## src/hw/rtl/text_encoding_detector_unit_defines.svh

```systemverilog
// Assertion macros used by the detector top-level RTL.
`ifndef TEXT_ENCODING_DETECTOR_UNIT_DEFINES_SVH
`define TEXT_ENCODING_DETECTOR_UNIT_DEFINES_SVH

// Same-cycle implication, checked on aclk, off while in reset.
`define TED_ASSERT_NOW(label, ante, cons, msg) \
    label: assert property (@(posedge aclk) disable iff (!aresetn) (ante) |-> (cons)) \
        else $error(msg);

// Next-cycle implication, checked on aclk, off while in reset.
`define TED_ASSERT_NEXT(label, ante, cons, msg) \
    label: assert property (@(posedge aclk) disable iff (!aresetn) (ante) |=> (cons)) \
        else $error(msg);

`endif

```

## src/hw/rtl/ted_pkg.sv

```systemverilog
package ted_pkg;

    // What one input word carries
    typedef enum logic {
        KIND_DATA = 1'b0,
        KIND_END  = 1'b1
    } kind_t;

    // Result codes
    typedef enum logic [1:0] {
        VERDICT_UTF8     = 2'd0,
        VERDICT_UTF8_BOM = 2'd1,
        VERDICT_SJIS     = 2'd2,
        VERDICT_UNDECOD  = 2'd3
    } verdict_t;

    // One word handed from the input register to the scanner
    typedef struct packed {
        logic       valid;
        kind_t      kind;
        logic [7:0] data_byte;
    } step_t;

    localparam int BOM_LEN = 3;

    // Continuation byte window
    localparam logic [7:0] CONT_LO = 8'h80;
    localparam logic [7:0] CONT_HI = 8'hBF;

    // Byte order mark EF BB BF, one byte per position
    function automatic logic [7:0] bom_byte(input logic [1:0] pos);
        logic [7:0] b;
        case (pos)
            2'd0:    b = 8'hEF;
            2'd1:    b = 8'hBB;
            default: b = 8'hBF;
        endcase
        return b;
    endfunction

endpackage

```

## src/hw/rtl/ted_scan.sv

```systemverilog
module ted_scan (
    input  logic              aclk,
    input  logic              aresetn,
    input  ted_pkg::step_t    step,
    output ted_pkg::verdict_t verdict
);

    logic [1:0] bom_cnt_reg, bom_cnt_next;
    logic       bom_ok_reg, bom_ok_next;
    logic [1:0] u8_pend_reg, u8_pend_next;
    logic [7:0] u8_lo_reg, u8_lo_next;
    logic [7:0] u8_hi_reg, u8_hi_next;
    logic       u8_ok_reg, u8_ok_next;
    logic       sj_trail_reg, sj_trail_next;
    logic       sj_ok_reg, sj_ok_next;

    logic [7:0] b;
    logic       has_bom;
    logic       utf8_good;
    logic       sjis_good;

    assign b = step.data_byte;

    // Per-byte state update for all three checks
    always_comb begin
        bom_cnt_next  = bom_cnt_reg;
        bom_ok_next   = bom_ok_reg;
        u8_pend_next  = u8_pend_reg;
        u8_lo_next    = u8_lo_reg;
        u8_hi_next    = u8_hi_reg;
        u8_ok_next    = u8_ok_reg;
        sj_trail_next = sj_trail_reg;
        sj_ok_next    = sj_ok_reg;

        if (step.valid && step.kind == ted_pkg::KIND_END) begin
            // end of text: back to reset state
            bom_cnt_next  = 2'd0;
            bom_ok_next   = 1'b1;
            u8_pend_next  = 2'd0;
            u8_lo_next    = ted_pkg::CONT_LO;
            u8_hi_next    = ted_pkg::CONT_HI;
            u8_ok_next    = 1'b1;
            sj_trail_next = 1'b0;
            sj_ok_next    = 1'b1;
        end else if (step.valid) begin
            // byte order mark
            if (bom_ok_reg && bom_cnt_reg != 2'(ted_pkg::BOM_LEN)) begin
                if (b == ted_pkg::bom_byte(bom_cnt_reg)) begin
                    bom_cnt_next = bom_cnt_reg + 2'd1;
                end else begin
                    bom_ok_next = 1'b0;
                end
            end

            // strict UTF-8
            if (u8_ok_reg) begin
                if (u8_pend_reg != 2'd0) begin
                    u8_lo_next = ted_pkg::CONT_LO;
                    u8_hi_next = ted_pkg::CONT_HI;
                    if (b < u8_lo_reg || b > u8_hi_reg) begin
                        u8_ok_next   = 1'b0;
                        u8_pend_next = 2'd0;
                    end else begin
                        u8_pend_next = u8_pend_reg - 2'd1;
                    end
                end else if (b <= 8'h7F) begin
                    // ASCII, nothing to do
                end else if (b >= 8'hC2 && b <= 8'hDF) begin
                    u8_pend_next = 2'd1;
                    u8_lo_next   = ted_pkg::CONT_LO;
                    u8_hi_next   = ted_pkg::CONT_HI;
                end else if (b == 8'hE0) begin
                    // no overlong three-byte forms
                    u8_pend_next = 2'd2;
                    u8_lo_next   = 8'hA0;
                    u8_hi_next   = ted_pkg::CONT_HI;
                end else if (b == 8'hED) begin
                    // no surrogates
                    u8_pend_next = 2'd2;
                    u8_lo_next   = ted_pkg::CONT_LO;
                    u8_hi_next   = 8'h9F;
                end else if (b >= 8'hE1 && b <= 8'hEF) begin
                    u8_pend_next = 2'd2;
                    u8_lo_next   = ted_pkg::CONT_LO;
                    u8_hi_next   = ted_pkg::CONT_HI;
                end else if (b == 8'hF0) begin
                    // no overlong four-byte forms
                    u8_pend_next = 2'd3;
                    u8_lo_next   = 8'h90;
                    u8_hi_next   = ted_pkg::CONT_HI;
                end else if (b >= 8'hF1 && b <= 8'hF3) begin
                    u8_pend_next = 2'd3;
                    u8_lo_next   = ted_pkg::CONT_LO;
                    u8_hi_next   = ted_pkg::CONT_HI;
                end else if (b == 8'hF4) begin
                    // cap at 10FFFF
                    u8_pend_next = 2'd3;
                    u8_lo_next   = ted_pkg::CONT_LO;
                    u8_hi_next   = 8'h8F;
                end else begin
                    u8_ok_next = 1'b0;
                end
            end

            // CP932 byte shape
            if (sj_ok_reg) begin
                if (sj_trail_reg) begin
                    if ((b >= 8'h40 && b <= 8'h7E) || (b >= 8'h80 && b <= 8'hFC)) begin
                        sj_trail_next = 1'b0;
                    end else begin
                        sj_ok_next = 1'b0;
                    end
                end else if (b <= 8'h7F || (b >= 8'hA1 && b <= 8'hDF)) begin
                    // single-byte character
                end else if ((b >= 8'h81 && b <= 8'h9F) || (b >= 8'hE0 && b <= 8'hFC)) begin
                    sj_trail_next = 1'b1;
                end else begin
                    sj_ok_next = 1'b0;
                end
            end
        end
    end

    always_ff @(posedge aclk) begin
        if (!aresetn) begin
            bom_cnt_reg  <= 2'd0;
            bom_ok_reg   <= 1'b1;
            u8_pend_reg  <= 2'd0;
            u8_lo_reg    <= ted_pkg::CONT_LO;
            u8_hi_reg    <= ted_pkg::CONT_HI;
            u8_ok_reg    <= 1'b1;
            sj_trail_reg <= 1'b0;
            sj_ok_reg    <= 1'b1;
        end else begin
            bom_cnt_reg  <= bom_cnt_next;
            bom_ok_reg   <= bom_ok_next;
            u8_pend_reg  <= u8_pend_next;
            u8_lo_reg    <= u8_lo_next;
            u8_hi_reg    <= u8_hi_next;
            u8_ok_reg    <= u8_ok_next;
            sj_trail_reg <= sj_trail_next;
            sj_ok_reg    <= sj_ok_next;
        end
    end

    // Verdict from the state reached so far
    assign has_bom   = bom_ok_reg && bom_cnt_reg == 2'(ted_pkg::BOM_LEN);
    assign utf8_good = u8_ok_reg && u8_pend_reg == 2'd0;
    assign sjis_good = sj_ok_reg && !sj_trail_reg;

    always_comb begin
        if (utf8_good) begin
            verdict = has_bom ? ted_pkg::VERDICT_UTF8_BOM : ted_pkg::VERDICT_UTF8;
        end else if (has_bom) begin
            verdict = ted_pkg::VERDICT_UNDECOD;
        end else begin
            verdict = sjis_good ? ted_pkg::VERDICT_SJIS : ted_pkg::VERDICT_UNDECOD;
        end
    end

endmodule

```

## src/hw/rtl/text_encoding_detector_unit.sv

```systemverilog
// Text encoding detector. Feed a text one byte per word (s_tuser = 0, byte in
// s_tdata), then one end-of-text word (s_tuser = 1, s_tdata ignored). Only the
// end-of-text word produces a result: m_tdata[1:0] = 0 UTF-8, 1 UTF-8 with
// byte order mark, 2 CP932 double-byte text, 3 undecodable. UTF-8 is checked
// strictly (no overlong forms, surrogates or code points above 10FFFF). A data
// word is taken every cycle while no end-of-text word waits; an end-of-text
// word waits in the input register only while a previous verdict sits unread
// in the result register. An accepted end-of-text word passes the input
// register; as it retires, the verdict from the scanner state is loaded into
// the result register and offered on m_tvalid. After each end-of-text word the
// detector starts fresh for the next text.
module text_encoding_detector_unit (
    input  logic       aclk,
    input  logic       aresetn,
    input  logic       s_tvalid,
    output logic       s_tready,
    input  logic [7:0] s_tdata,   // [7:0] data_byte
    input  logic       s_tuser,   // [0] kind
    output logic       m_tvalid,
    input  logic       m_tready,
    output logic [7:0] m_tdata    // [1:0] verdict, [7:2] zero
);

    `include "text_encoding_detector_unit_defines.svh"

    logic              in_valid_reg;
    ted_pkg::kind_t    in_kind_reg;
    logic [7:0]        in_byte_reg;
    logic              m_valid_reg;
    ted_pkg::verdict_t m_verdict_reg;

    logic              advance;
    logic              end_advance;
    ted_pkg::step_t    step;
    ted_pkg::verdict_t verdict;

    // Input word retires unless it is an end-of-text word facing a full output
    assign advance     = in_valid_reg &&
                         (in_kind_reg == ted_pkg::KIND_DATA || !m_valid_reg || m_tready);
    assign end_advance = advance && in_kind_reg == ted_pkg::KIND_END;
    assign s_tready    = !in_valid_reg || advance;

    // Input register
    always_ff @(posedge aclk) begin
        if (!aresetn) begin
            in_valid_reg <= 1'b0;
        end else if (s_tready) begin
            in_valid_reg <= s_tvalid;
        end
    end

    always_ff @(posedge aclk) begin
        if (s_tvalid && s_tready) begin
            in_kind_reg <= ted_pkg::kind_t'(s_tuser);
            in_byte_reg <= s_tdata;
        end
    end

    assign step.valid     = advance;
    assign step.kind      = in_kind_reg;
    assign step.data_byte = in_byte_reg;

    ted_scan u_scan (
        .aclk    (aclk),
        .aresetn (aresetn),
        .step    (step),
        .verdict (verdict)
    );

    // Result register
    always_ff @(posedge aclk) begin
        if (!aresetn) begin
            m_valid_reg <= 1'b0;
        end else if (end_advance) begin
            m_valid_reg <= 1'b1;
        end else if (m_tready) begin
            m_valid_reg <= 1'b0;
        end
    end

    always_ff @(posedge aclk) begin
        if (end_advance) begin
            m_verdict_reg <= verdict;
        end
    end

    assign m_tvalid = m_valid_reg;
    assign m_tdata  = {6'd0, m_verdict_reg};

    // Checks
    `TED_ASSERT_NEXT(a_accept_lands, s_tvalid && s_tready, in_valid_reg,
        "accepted word missing from input register")
    `TED_ASSERT_NEXT(a_end_gives_result, end_advance, m_valid_reg,
        "end of text did not load a result")
    `TED_ASSERT_NEXT(a_end_waits,
        in_valid_reg && in_kind_reg == ted_pkg::KIND_END && m_valid_reg && !m_tready,
        in_valid_reg && in_kind_reg == ted_pkg::KIND_END,
        "end-of-text word dropped while output stalled")
    `TED_ASSERT_NOW(a_data_flows, in_valid_reg && in_kind_reg == ted_pkg::KIND_DATA,
        s_tready, "data word blocked the input")

endmodule
```

## config.mk

```make
export PLATFORM = sky130hd
export DESIGN_NAME = text_encoding_detector_unit
export DESIGN_NICKNAME = d
export VERILOG_FILES = /design/src/hw/rtl/ted_pkg.sv /design/src/hw/rtl/ted_scan.sv /design/src/hw/rtl/text_encoding_detector_unit.sv
export VERILOG_INCLUDE_DIRS = /design/src /design/src/hw/rtl
export SDC_FILE = /design/constraint.sdc
export NUM_CORES = 1
export LEC_CHECK = 0
export BUFFER_PORTS_ARGS = -buffer_cell sky130_fd_sc_hd__buf_2
export CORE_ASPECT_RATIO = 0.7
export CORE_UTILIZATION = 53
export DETAILED_ROUTE_END_ITERATION = 10
export GPL_TIMING_DRIVEN = 1
export PLACE_DENSITY = 0.73
export SKIP_LAST_GASP = 1
export SLEW_MARGIN = 20
export SYNTH_ARGS = -nofsm -noshare
export SYNTH_HDL_FRONTEND = slang
export SYNTH_SLANG_ARGS = --single-unit
```

## constraint.sdc

```tcl
create_clock -name aclk -period 3.85 [get_ports aclk]
set_input_delay 0.1925 -clock aclk [delete_from_list [all_inputs] [get_ports aclk]]
set_output_delay 0.1925 -clock aclk [all_outputs]
set_load 0.01 [all_outputs]
```

==> impl_metrics.yaml <==
layout:
  drive_above_1_share_pct: 12.9
  fin_util_pct: 61.5
  seqCellArea_um2: 611
  n_antenna_cell: 0
  largest_reg_flops: 8
  layout_commonest_cell: "buf_2"
  nFillCells: 232
  nets: 185
  stdcell_count: 197
  synthToLayoutAreaGrowth_pct: 7.85
  final_cell_mix: "16 x buf_2, 14 x dfxtp_1, 11 x inv_1, 11 x edfxtp_1, 9 x o21ai_0"
  multiInputGateArea_um2: 728
  stdcell_area_um2: 1550
timing:
  hold_viol_final: 0
  maxSlewViolCount: 0
  relSlewSlack_pct: 38.1
  grt_setup_unrepaired: "no"
  setup_viol: 0
  fin_crit_sh_pct: 57.5
  fin_setup_tns_ps: 0
  fin_skew_ps: 9.81
  tightest_slew_ps: 925
  max_freq_mhz: 452
  setup_ws_ps: 1640
  hold_ws_ps: 102
  period_needed_ps: 2210
clock_tree:
  postCtsResizedCells: 0
  clock-sinks: 25
  h-tree-depth: 1
  cts_tree: "built"
  clkLatencyLatePin_ps: 270
  cts_inserted_buffers: 3
  cts_hold_buf: 0
  clock_path_buffers: 2
  clk_pin_slew_ps: 90
  post_cts_buffers: 0
  cts-root-buf: "clkbuf_8"
place:
  io_buffers: 16
  placed_area_um2: 1500
  place_ws_ps: 1540
  placedCellCount: 193
  hpwl_um: 2070
  place.gp.congestion: 0.872
critical_path:
  cp_max_fo: 12
  cp.required_ps: 3970
  slowest_stage: "or4_1"
  crit_family: "simple AND/OR/NAND/NOR gates"
  cp_data_arrival_time_ps: 2340
  critical_path_class: "flip-flop to flip-flop"
  cp-start-kind: "flip-flop"
  endpoint_kind: "flip-flop"
  crit_buf_inv: 0
  path_cells: "or4_1, a211oi_1, a211oi_2, nor3_1, a31oi_1"
  cpPeakStageDelay_ps: 620
pwr:
  finalPower_mw: 0.514
  ir_drop_v: 0.000238
  powerDensity_nw_per_um2: 332
  p_leak_nw: 0.628
flow_run:
  maxCapViolations: 0
drt:
  vias: 1196
  firstDrtPassIters: 4
  wl_per_cell_um: 14.9
  ant_nets: 0
  wirelength_um: 2930
  drc: 0
  via_per_inst: 6.07
  dr.first_iter.drc_count: 114
logic_synthesis:
  syn_area_um2: 1440
  async_reset_ff_share_pct: 0
  yosysSeqAreaShare_pct: 42.5
  synth_cell_types: 47
  synth-edff-count: 11
  synthFlopType: "dfxtp_1"
  syn-instance-count: 152
  avgSynthCellArea_um2: 9.44
  yosys_warnings: 0
  ys_seq_elements: 25
global_route:
  first_global_vias: 1037
  gr-total-overflow: 0
  antenna_found_initial: 0
  grt_pass1_wl_um: 4750
  grt_use_total_pct: 21.7
  grt_max_degree: 15
floorplan:
  io_pins: 23
  initial_core_util_pct: 57.1
  coreArea_um2: 2510
  die_y_um: 45.5
  fp.dieW_um: 64.2
  fp-row-count: 15
  dieArea_um2: 2920
run_status:
  status: "finished, final reports clean"
min_path:
  hold_class: "input pin to flip-flop"
==> cell usage after synthesis (all sizes together) (4+ instances only) <==
cell type / instances / area [um^2]
inv: 11 / 41.3
clkbuf: 5 / 18.8
edfxtp: 11 / 330
ha: 8 / 100
nand2: 7 / 26.3
buf: 9 / 60.1
nor2: 4 / 15.0
a21oi: 5 / 25.0
o21ai: 10 / 50.0
nand3: 8 / 40.0
o31ai: 4 / 30.0
nor3: 4 / 20.0
dfxtp: 14 / 280
a31oi: 5 / 31.3
nand4: 4 / 25.0
==> logic make-up (layout without fill, tap and decap cells) <==
kind of cell             after synthesis  count (layout)  synth area share, %
buffers and inverters                 25              31                 8.37
AND/OR/NAND/NOR                       48              48                 19.8
adder cells (fa/ha/maj)                8               8                 6.97
other                                  1               6                0.261
flip-flops                            25              25                 42.5
XOR/XNOR                               4               4                 2.44
AO/OA/AOI/OAI                         41              41                 19.6
==> per-layer routing <==
metal | GRT usage [%] | wire [um] | up-vias
met2 | 35.3 | 1320 | 58
met1 | 29.1 | 1350 | 557
met5 | 0 | 0 | -
met3 | 5.75 | 233 | 4
met4 | 5.33 | 27 | 0
li1 | - | - | 577
==> report_power, final <==
group          switching [mW]  internal, mW
Combinational          0.0315        0.0230
Clock                  0.0796        0.0739
Sequential             0.0176         0.288
Total                   0.129         0.385
==> path summary, 6_finish.rpt <==
kind / start / endpoint / slack [ps] / cells after the start
setup reg to reg: in_byte_reg[3] / u_scan.u8_hi_reg[5] / 1640 / 5
hold / removal: s_tdata[0] / in_byte_reg[0] / 100 / 1
setup / recovery: in_byte_reg[3] / u_scan.u8_hi_reg[5] / 1640 / 5
hold reg to reg: u_scan.u8_lo_reg[4] / u_scan.u8_lo_reg[4] / 470 / 2
==> layout make-up <==
cell class,count,share of cell area (%)
clock buffer,4,2.91
tap,34,2.75
timing repair buffer,16,5.17
multi-input combinational,107,47.0
inverter,11,2.67
sequential,25,39.5
Note: power is estimated with default switching activity, not from simulation.
